`src/rtl/utcdt_pkg.sv`:
```
package utcdt_pkg;

	localparam int DAYS_W = 25;
	localparam int TOD_W = 17;
	localparam int SECS_W = 42;
	localparam int MAG_W = 30;

	localparam logic [15:0] YEAR_MIN = 16'd1970;
	localparam logic [16:0] DIV100_MUL = 17'd83887;
	localparam int DIV100_SHIFT = 23;
	localparam logic [25:0] EPOCH_SHIFT = 26'd719468;
	localparam logic [16:0] S_PER_DAY = 17'd86400;
	localparam logic [29:0] NS_PER_S = 30'd1000000000;
	localparam logic [34:0] SECS_MAX = 35'd18446744073;

	typedef struct packed {
		logic vld;
		logic ok;
	} utcdt_ctl_t;

	// days in month, february without leap day
	function automatic logic [4:0] month_len(input logic [7:0] month);
		logic [4:0] len;
		unique case (month)
			8'd2: len = 5'd28;
			8'd4, 8'd6, 8'd9, 8'd11: len = 5'd30;
			default: len = 5'd31;
		endcase
		return len;
	endfunction

	// day of year of the first of the month, year starting in march
	function automatic logic [8:0] month_doy(input logic [7:0] month);
		logic [8:0] doy;
		unique case (month)
			8'd3: doy = 9'd0;
			8'd4: doy = 9'd31;
			8'd5: doy = 9'd61;
			8'd6: doy = 9'd92;
			8'd7: doy = 9'd122;
			8'd8: doy = 9'd153;
			8'd9: doy = 9'd184;
			8'd10: doy = 9'd214;
			8'd11: doy = 9'd245;
			8'd12: doy = 9'd275;
			8'd1: doy = 9'd306;
			8'd2: doy = 9'd337;
			default: doy = 9'd0;
		endcase
		return doy;
	endfunction

endpackage

```
`src/rtl/utc_date_time_to_unix_ns.sv`:
```
// utc date and time record to unix time in nanoseconds
//
// request channel: a record is taken at a rising edge with start high and
// busy low. busy is always low here, so a new request can be given in every
// cycle and the block sustains one record per clock.
// result channel: done is registered together with the stage 6 output
// registers and is high for one cycle, with time_ok and unix_time_ns valid
// in that cycle. results leave in request order. there is no back pressure:
// the receiver must take each result in the cycle it is shown.
// pipeline: stage 1 range checks and the divide by 100 of the year,
// stage 2 leap rule and day count, stage 3 seconds of the day plus days
// times 86400, stage 4 limit check and two partial products times 1e9,
// stage 5 partial product sum, stage 6 signed nanosecond correction with
// carry and borrow check into the output registers.
// time_ok is low when a validity flag is missing, a field is out of range,
// or the result would leave the 64-bit range; unix_time_ns is then zero.
// reset clears the valid bits of all stages, so no done appears until a
// request has gone through; records in flight at reset are dropped.
module utc_date_time_to_unix_ns import utcdt_pkg::*; (
	input  logic        clk,
	input  logic        arst_n,
	input  logic        start,
	output logic        busy,
	input  logic [7:0]  valid_flags,
	input  logic [15:0] year,
	input  logic [7:0]  month,
	input  logic [7:0]  day,
	input  logic [7:0]  hour,
	input  logic [7:0]  minute,
	input  logic [7:0]  second,
	input  logic signed [31:0] nano_fraction,
	output logic        done,
	output logic        time_ok,
	output logic [63:0] unix_time_ns
);

	localparam int LATENCY = 6;

	logic accept;

	// fully pipelined, never stalls
	assign busy = 1'b0;
	assign accept = start && !busy;

	// date part: stages 1 and 2
	utcdt_ctl_t        date_ctl_s2;
	logic [DAYS_W-1:0] days_s2;

	utcdt_civil_days u_civil_days (
		.clk     (clk),
		.arst_n  (arst_n),
		.in_vld  (accept),
		.year    (year),
		.month   (month),
		.day     (day),
		.ctl_s2  (date_ctl_s2),
		.days_s2 (days_s2)
	);

	// stage 1: time of day, flags, correction magnitude
	logic [TOD_W-1:0] tod;
	logic [31:0]      mag_full;
	logic             neg;
	logic             time_fields_ok;

	assign tod = 17'(hour) * 17'd3600 + 17'(minute) * 17'd60 + 17'(second);
	assign neg = nano_fraction[31];
	assign mag_full = neg ? (~nano_fraction + 32'd1) : nano_fraction;
	assign time_fields_ok = (valid_flags[1:0] == 2'b11) && (hour <= 8'd23) &&
		(minute <= 8'd59) && (second <= 8'd59) && (mag_full < {2'b00, NS_PER_S});

	logic             tok_s1;
	logic [TOD_W-1:0] tod_s1;
	logic             neg_s1;
	logic [MAG_W-1:0] mag_s1;

	always_ff @(posedge clk) begin
		tok_s1 <= time_fields_ok;
		tod_s1 <= tod;
		neg_s1 <= neg;
		mag_s1 <= mag_full[MAG_W-1:0];
	end

	// stage 2: align with the day count
	logic             tok_s2;
	logic [TOD_W-1:0] tod_s2;
	logic             neg_s2;
	logic [MAG_W-1:0] mag_s2;

	always_ff @(posedge clk) begin
		tok_s2 <= tok_s1;
		tod_s2 <= tod_s1;
		neg_s2 <= neg_s1;
		mag_s2 <= mag_s1;
	end

	// stage 3: whole seconds
	logic              vld_s3;
	logic              ok_s3;
	logic [SECS_W-1:0] secs_s3;
	logic              neg_s3;
	logic [MAG_W-1:0]  mag_s3;

	always_ff @(posedge clk) begin
		ok_s3 <= date_ctl_s2.ok && tok_s2;
		secs_s3 <= 42'(days_s2) * 42'(S_PER_DAY) + 42'(tod_s2);
		neg_s3 <= neg_s2;
		mag_s3 <= mag_s2;
	end

	// stage 4: seconds limit, split product by 1e9
	logic             vld_s4;
	logic             ok_s4;
	logic [47:0]      prod_lo_s4;
	logic [46:0]      prod_hi_s4;
	logic             neg_s4;
	logic [MAG_W-1:0] mag_s4;

	always_ff @(posedge clk) begin
		ok_s4 <= ok_s3 && (secs_s3 <= 42'(SECS_MAX));
		prod_lo_s4 <= 48'(secs_s3[17:0]) * 48'(NS_PER_S);
		prod_hi_s4 <= 47'(secs_s3[34:18]) * 47'(NS_PER_S);
		neg_s4 <= neg_s3;
		mag_s4 <= mag_s3;
	end

	// stage 5: whole nanoseconds, fits 64 bits once the limit holds
	logic             vld_s5;
	logic             ok_s5;
	logic [64:0]      whole_sum;
	logic [63:0]      whole_s5;
	logic             neg_s5;
	logic [MAG_W-1:0] mag_s5;

	assign whole_sum = {prod_hi_s4, 18'd0} + 65'(prod_lo_s4);

	always_ff @(posedge clk) begin
		ok_s5 <= ok_s4;
		whole_s5 <= whole_sum[63:0];
		neg_s5 <= neg_s4;
		mag_s5 <= mag_s4;
	end

	// stage 6: apply the correction, check borrow or carry
	logic [64:0] sub_res;
	logic [64:0] add_res;
	logic        fin_ok;
	logic [63:0] fin_val;

	assign sub_res = {1'b0, whole_s5} - 65'(mag_s5);
	assign add_res = {1'b0, whole_s5} + 65'(mag_s5);
	assign fin_ok = ok_s5 && (neg_s5 ? !sub_res[64] : !add_res[64]);
	assign fin_val = neg_s5 ? sub_res[63:0] : add_res[63:0];

	always_ff @(posedge clk) begin
		time_ok <= fin_ok;
		unix_time_ns <= fin_ok ? fin_val : 64'd0;
	end

	// valid bits
	always_ff @(posedge clk or negedge arst_n) begin
		if (!arst_n) begin
			vld_s3 <= 1'b0;
			vld_s4 <= 1'b0;
			vld_s5 <= 1'b0;
			done <= 1'b0;
		end else begin
			vld_s3 <= date_ctl_s2.vld;
			vld_s4 <= vld_s3;
			vld_s5 <= vld_s4;
			done <= vld_s5;
		end
	end

	// every request yields a done after the fixed latency
	a_req_to_done: assert property (@(posedge clk) disable iff (!arst_n)
		accept |-> ##LATENCY done)
		else $error("request without result");

	// no result without a request
	a_done_from_req: assert property (@(posedge clk) disable iff (!arst_n)
		done |-> $past(accept, LATENCY))
		else $error("result without request");

	// a failed conversion reports zero
	a_zero_on_fail: assert property (@(posedge clk) disable iff (!arst_n)
		done && !time_ok |-> unix_time_ns == 64'd0)
		else $error("nonzero time on failure");

	// ok needs both validity flags on the request
	a_ok_needs_flags: assert property (@(posedge clk) disable iff (!arst_n)
		done && time_ok |-> $past(valid_flags[1:0] == 2'b11, LATENCY))
		else $error("ok without validity flags");

endmodule

```
`src/rtl/utcdt_civil_days.sv`:
```
module utcdt_civil_days import utcdt_pkg::*; (
	input  logic              clk,
	input  logic              arst_n,
	input  logic              in_vld,
	input  logic [15:0]       year,
	input  logic [7:0]        month,
	input  logic [7:0]        day,
	output utcdt_ctl_t        ctl_s2,
	output logic [DAYS_W-1:0] days_s2
);

	// stage 1: shifted year, divide by 100, table lookups
	logic [15:0] year_m;
	logic [32:0] qm_prod;
	logic [32:0] qy_prod;
	logic        date_ok;

	assign year_m = (month <= 8'd2) ? year - 16'd1 : year;
	assign qm_prod = {17'd0, year_m} * {16'd0, DIV100_MUL};
	assign qy_prod = {17'd0, year} * {16'd0, DIV100_MUL};
	assign date_ok = (year >= YEAR_MIN) && (month >= 8'd1) && (month <= 8'd12);

	logic        vld_s1;
	logic        ok_s1;
	logic [15:0] year_s1;
	logic [15:0] year_m_s1;
	logic [9:0]  qm_s1;
	logic [9:0]  qy_s1;
	logic [4:0]  mlen_s1;
	logic        feb_s1;
	logic [8:0]  doy_s1;
	logic [7:0]  day_s1;

	always_ff @(posedge clk or negedge arst_n) begin
		if (!arst_n) begin
			vld_s1 <= 1'b0;
		end else begin
			vld_s1 <= in_vld;
		end
	end

	always_ff @(posedge clk) begin
		ok_s1 <= date_ok;
		year_s1 <= year;
		year_m_s1 <= year_m;
		qm_s1 <= qm_prod[DIV100_SHIFT+9:DIV100_SHIFT];
		qy_s1 <= qy_prod[DIV100_SHIFT+9:DIV100_SHIFT];
		mlen_s1 <= month_len(month);
		feb_s1 <= (month == 8'd2);
		doy_s1 <= month_doy(month);
		day_s1 <= day;
	end

	// stage 2: leap rule, day check, day count
	logic [16:0] qy100;
	logic        leap;
	logic [4:0]  mlen_eff;
	logic        day_ok;
	logic [25:0] day_sum;

	assign qy100 = {7'd0, qy_s1} * 17'd100;
	assign leap = (year_s1[1:0] == 2'b00) &&
		(({1'b0, year_s1} != qy100) || (qy_s1[1:0] == 2'b00));
	assign mlen_eff = mlen_s1 + {4'd0, feb_s1 & leap};
	assign day_ok = (day_s1 != 8'd0) && (day_s1 <= {3'd0, mlen_eff});
	assign day_sum = 26'(year_m_s1) * 26'd365 + 26'(year_m_s1[15:2])
		- 26'(qm_s1) + 26'(qm_s1[9:2]) + 26'(doy_s1) + 26'(day_s1)
		- 26'd1 - EPOCH_SHIFT;

	logic vld_s2;
	logic ok_s2;

	always_ff @(posedge clk or negedge arst_n) begin
		if (!arst_n) begin
			vld_s2 <= 1'b0;
		end else begin
			vld_s2 <= vld_s1;
		end
	end

	always_ff @(posedge clk) begin
		ok_s2 <= ok_s1 && day_ok;
		days_s2 <= day_sum[DAYS_W-1:0];
	end

	assign ctl_s2 = '{vld: vld_s2, ok: ok_s2};

endmodule
```
`config.mk`:
```
export PLATFORM = sky130hd
export DESIGN_NAME = utc_date_time_to_unix_ns
export DESIGN_NICKNAME = d
export VERILOG_FILES = /design/src/rtl/utcdt_pkg.sv /design/src/rtl/utc_date_time_to_unix_ns.sv /design/src/rtl/utcdt_civil_days.sv
export SDC_FILE = /design/constraint.sdc
export NUM_CORES = 2
export LEC_CHECK = 0
export BUFFER_PORTS_ARGS = -buffer_cell sky130_fd_sc_hd__buf_2
export CAP_MARGIN = 20
export CORE_AREA = 2 2 381 383
export CTS_CLUSTER_SIZE = 30
export DETAILED_ROUTE_END_ITERATION = 8
export DIE_AREA = 0 0 383 385
export GPL_TIMING_DRIVEN = 0
export PLACE_DENSITY = 0.55
export SLEW_MARGIN = 10
export SYNTH_ARGS = -nofsm -noshare
export SYNTH_HDL_FRONTEND = slang
export SYNTH_SLANG_ARGS = --single-unit
```
`constraint.sdc`:
```
create_clock -name clk -period 5.9 [get_ports clk]
set_input_delay 0.59 -clock clk [delete_from_list [all_inputs] [get_ports clk]]
set_output_delay 0.59 -clock clk [all_outputs]
set_load 0.03 [all_outputs]
```
Word-level counts from Yosys, hierarchy flattened

Memory sizes are Yosys's and may differ from the RTL's. A register that Yosys moved wholly into a read port is not among the register bits.
Index checks and enable logic that the tools add are counted.

Bits in registers: 538
Bits in read-only memories: 144
Bits of input ports: 99
Output and inout port bits: 67
Logic and storage cells: 110
Memories kept: 1

Memory list:

| memory           | depth | bits a word | read ports | clocked after Yosys merged registers in | write ports | line            | source |
|---|---|---|---|---|---|---|---|
| (name not given) | 16    | 9           | 1          | 1                                       | 0           | utcdt_pkg.sv:35 | `unique case (month)` |

Add/sub/neg operators: 16
Multipliers: 9
Magnitude comparators: 10
Eq/ne operators: 7
Muxes and demuxes: 5
Bitwise gates (word level): 2
Reductions and logical operators: 21

Operators with widths:

| operator                                              | number |
|---|---|
| multiplier 16 x 17 -> 33 bit, second input constant   | 2 |
| adder 64 x 30 -> 65 bit                               | 1 |
| subtractor 64 x 30 -> 65 bit                          | 1 |
| adder 64 x 48 -> 64 bit                               | 1 |
| 2-to-1 mux 64 bit                                     | 1 |
| adder 25 x 8 -> 25 bit                                | 2 |
| adder 42 x 17 -> 42 bit                               | 1 |
| <= comparator 42 x 35 -> 1 bit, second input constant | 1 |
| multiplier 18 x 21 -> 39 bit, second input constant   | 1 |
| multiplier 17 x 21 -> 37 bit, second input constant   | 1 |
| multiplier 25 x 10 -> 35 bit, second input constant   | 1 |
| adder 32 x 1 -> 32 bit, second input constant         | 1 |
| < comparator 32 x 30 -> 1 bit, second input constant  | 1 |
| 2-to-1 mux 32 bit                                     | 1 |
| inverter 32 bit                                       | 1 |
| adder 25 x 14 -> 25 bit                               | 1 |
| adder 25 x 9 -> 25 bit                                | 1 |
| multiplier 16 x 9 -> 25 bit, second input constant    | 1 |
| subtractor 25 x 1 -> 25 bit, second input constant    | 1 |
| subtractor 25 x 10 -> 25 bit                          | 1 |
| subtractor 25 x 20 -> 25 bit, second input constant   | 1 |
| adder 17 x 14 -> 17 bit                               | 1 |
| adder 17 x 8 -> 17 bit                                | 1 |
| != test 16 x 17 -> 1 bit                              | 1 |
| 27 further kinds                                      | 44 |

Longest topological paths before layout

Depth after elaboration: 9
Mapped depth: 32
Gate-level depth less buffers: 32

Cells and area by module

A second synthesis with hierarchy kept.

Cells, all modules: 5487
Area, all modules: 54484.8 um2

Modules (own cells, without submodules):

| module                   | times used | cells each | area an instance (um2) |
|---|---|---|---|
| utc_date_time_to_unix_ns | 1          | 3709       | 36097.1 |
| utcdt_civil_days         | 1          | 1778       | 18387.6 |

Worst setup path after synthesis

OpenSTA, ideal clock, no wires.

Path kind: input port to flip-flop
From: in month[5]
To: reg u_civil_days.qm_s1[8]
Setup time: 0.072 ns
Arrival: 7.659 ns
Required time: 5.828 ns
Path slack: -1.831 ns
Stages on the path: 28
Path buffers: 1
Path through: or4_1 > buf_2 > nor4_4 > nand2_1 > nand4b_1 > xnor2_1 > inv_1 > fa_1 > inv_1 > fa_1 > fa_1 > inv_1 > fa_1 > inv_1 > fa_1 > fa_1 > ha_1 > a21o_1 > a21o_1 > a21o_1 > a21o_1 > a221o_1 > a22oi_1 > nand2_1 > o211ai_1 > nand2b_1 > a21oi_1 > xnor2_1

Word-level cells in the longest chain between the ends: 3

Ends and longest elaborated chain:

| what                         | line                           | source |
|---|---|---|
| from (decl)                  | utc_date_time_to_unix_ns.sv:26 | `input logic [7:0] month,` |
| <= comparator 8 x 2 -> 1 bit | utcdt_civil_days.sv:18         | `assign year_m = (month <= 8'd2) ? year - 16'd1 : year;` |
| 2-to-1 mux 16 bit            | utcdt_civil_days.sv:18         |  |
| net u_civil_days.year_m[13]  | utcdt_civil_days.sv:13         | `logic [15:0] year_m;` |
| multiplier 16 x 17 -> 33 bit | utcdt_civil_days.sv:19         | `assign qm_prod = {17'd0, year_m} * {16'd0, DIV100_MUL};` |
| net u_civil_days.qm_prod[31] | utcdt_civil_days.sv:14         | `logic [32:0] qm_prod;` |
| to (signal assigned)         | utcdt_civil_days.sv:46         | `qm_s1 <= qm_prod[DIV100_SHIFT+9:DIV100_SHIFT];` |
| to (decl)                    | utcdt_civil_days.sv:27         | `logic [9:0] qm_s1;` |

The timed path passes the listed nets, and every way through them passes these cells.
A chain may end at the register's enable or synchronous reset.

Worst setup path after layout

From: in year[0]
To: reg u_civil_days.qm_s1[7]

Word-level cells in the longest chain between the ends: 3

Ends and longest elaborated chain:

| what                           | line                           | source |
|---|---|---|
| from (decl)                    | utc_date_time_to_unix_ns.sv:25 | `input logic [15:0] year,` |
| subtractor 16 x 1 -> 16 bit    | utcdt_civil_days.sv:18         |  |
| 2-to-1 mux 16 bit *            | utcdt_civil_days.sv:18         |  |
| multiplier 16 x 17 -> 33 bit * | utcdt_civil_days.sv:19         |  |
| net u_civil_days.qm_prod[30]   | utcdt_civil_days.sv:14         |  |

Mark *: on every way through the listed nets, which the timed path passes. The rest lies on a longest branch.

==> metrics <==
Layout area overhead 15.5%; Reg clk slew, reported paths 0.06 ns; Syn Nets 7215; layout cells sized above 1 about 14%; sequential cell area fraction in the yosys report 19.9%; Top FF cell, synth dfxtp_1; Max transition margin 33.0%; startpoint class of the critical path input pin; final setup TNS -9.38 ns; number of synthesized flops with an enable pin 0; crit path max fanout 14; core area 143000 um^2; Crit-path slowest cell fa_2; dpl hpwl 103000 um; crit path kind input pin to flip-flop; number of remaining DRC errors 0; maxcap violations 0; FP Rows 139; largest net degree at the start of global routing 20; most frequent cells in the layout inv_1, ha_1, fa_1; Worst Tran Pin Value 0.995 ns; Final Critical Period ~7.0 ns; WP data required 6.41 ns; CTS sink count 537; yosys synthesis warning count 0; clock buffer depth 3; Die Ht about 390 um; Top delay family on crit path adder cells; Min-Delay Path Class input pin to flip-flop; Crit. End Element flip-flop; first-pass GRT wire length 199000 um; unrepaired setup endpoints after global routing yes; failing checks negative setup slack; clk_lat worst skew 0.67 ns; Worst Skew 0.0573 ns; Post-Syn Area 54100 um^2; status finished, violations left; FMAX 143 MHz; Yosys cell types 105; Slew Limit Fails 0; TritonCTS Buffers 58; CTS tree built; routed vias/inst 4.68; worst slack at placement -3.20 ns; fin worst setup slack -1.09 ns; GPL Wtd Cong 0.904; Die X 383 um; Finished Cell Area 62500 um^2; DR vias 36.2k; per-cell routed wire length roughly 16 um; Die Area 147000 um^2; io pins 166; worst stage delay on the critical path 0.55 ns; nets approximately 7.6k; Worst path most repeated cell fa_2; worst path bufs/invs 7; CTS root buf clkbuf_16; FF+latch count, synth 537; drt first pass iters 5; Tcrit/Tclk final 118%; ys async rst share 1.12%; vias in the first global route between 30k and 40k; Port Buffers 155; syn avg cell area 9.99 um^2; ANT nets after route 0; initial DRC count ~1.3k; Final setup viols 11; dpl cell area 57400 um^2; number of H-tree levels 2; Critical Path AT 7.50 ns; cells after synthesis 5415; commonest non-fill, non-tap cell in the layout inv_1; GRT Overall Usage 16.6%; Fin. Hold Viols 0; gr ovfl total 0; initial antenna violation count 1; starting density of the core 37.8%; final wirelength roughly 120000 um
==> through the flow <==
stage / hold slack (ns) / cells / util (%)
CTS: 0.0124 / 7673 / 42.8
detailed placement: 0.312 / 7475 / 40.1
global placement: 0.311 / 7473 / 40.1
finish: 0.0594 / 7737 / 43.6
global route: 0.0234 / 7736 / 43.6
floorplan: 0.294 / 5415 / -
==> cells in the mapped netlist (7+ instances only) <==
cell type  count  area, um^2
inv_1       1219        4580
ha_1        1012       12700
fa_1         689       13800
dfxtp_1      531       10600
xnor2_1      254        2220
nor2_1       228         856
a21oi_1      226        1130
nand2_1      166         623
o21ai_0      133         666
a21o_1       103         773
xor2_1        81         709
nand3_1       63         315
nor3_1        62         310
o21a_1        39         293
clkbuf_1      36         135
nand2b_1      36         225
nand4_1       36         225
nor2b_1       36         225
o31ai_1       29         218
o21bai_1      28         210
or3_1         28         175
a31oi_1       27         169
and3_1        26         163
nor4_1        23         144
or2_2         21         131
o211ai_1      20         150
a211oi_1      19         143
a21boi_0      14         105
and2_1        14        87.6
o2111ai_1     10        87.6
o41ai_1       10        87.6
a41oi_1        9        78.8
buf_2          9        45.0
or4_1          9        67.6
a311oi_1       7        61.3
and4_1         7        61.3
mux2i_1        7        70.1
==> area by class of cell <==
class                   count  area (um^2)
diodes                      1         2.50
plain buffers              55          253
clock buffers              72         1600
clock inverters            38          384
fillers                 13754        80700
inverters                1220         4640
multi-input cells        3602        40200
flip-flops and latches    537        10900
well taps                1903         2380
repair buffers            309         2110
==> worst register-to-register path: stages (launching register included) <==
cell and delay [ns]:
dfxtp_4 0.36, clkinvlp_4 0.11, buf_6 0.13, ha_4 0.28
inv_2 0.04, fa_1 0.47, inv_1 0.05, fa_1 0.48
fa_1 0.52, inv_1 0.05, fa_1 0.49, inv_2 0.05
fa_2 0.58, ha_4 0.23, a21o_1 0.16, a21o_1 0.17
a21oi_2 0.16, o21ai_2 0.07, a222oi_1 0.30, buf_4 0.19
a31oi_4 0.09, a41o_1 0.30, nor3_2 0.14, o21bai_1 0.08
a21oi_1 0.17, xnor2_1 0.16
==> cells by family after synthesis <==
logic type      count (synthesis)  synth area share, %
fa+ha+maj                    1701                 48.9
buf+inv                      1276                 8.94
simple gates                  797                 7.47
compound gates                761                 9.18
flops                         537                 19.9
xor+xnor                      335                 5.42
mux                             7                0.130
other cells                     1              0.00693
==> registers in the layout, summed over array words and instances, names as in the netlist, 17 cells and up <==
register,flops
unix_time_ns,64
whole_s5,55
secs_s3,42
prod_lo_s4,39
prod_hi_s4,37
mag_s1,30
mag_s2,30
mag_s3,30
mag_s4,30
mag_s5,30
u_civil_days.days_s2,25
tod_s1,17
tod_s2,17
==> repair_timing <==
item	CTS	global route
endpoints found under the setup margin	55	40
hold buffers	3	0
hold endpoints to repair	8	0
pin swaps	100	171
setup buffers	87	64
gates resized for setup	298	192
==> metal layers <==
metal	up-vias	part of all wire [%]	track usage, %
met5	-	0	0
met4	0	1.8	3.22
met3	143	2.5	1.36
met2	446	49	29.7
met1	17420	47	22.0
li1	18231	-	-
==> final timing paths <==
path	from	endpoint	slack (ns)	cells past startpoint
setup / recovery	year[0]	u_civil_days.qm_s1[7]$_DFF_P_	-1.09	31
hold / removal	day[2]	u_civil_days.day_s1[2]$_DFF_P_	0.06	1
setup reg to reg	secs_s3[20]$_DFF_P_	prod_hi_s4[45]$_DFF_P_	-0.03	25
hold reg to reg	tod_s1[6]$_DFF_P_	tod_s2[6]$_DFF_P_	0.32	0
max in group asynchronous	arst_n	done$_DFF_PN0_	5.47	2
min in group asynchronous	arst_n	u_civil_days.vld_s2$_DFF_PN0_	0.30	2
Power is not shown: default switching activity piles up to over one toggle a cycle in this logic, so the estimate is an artifact.
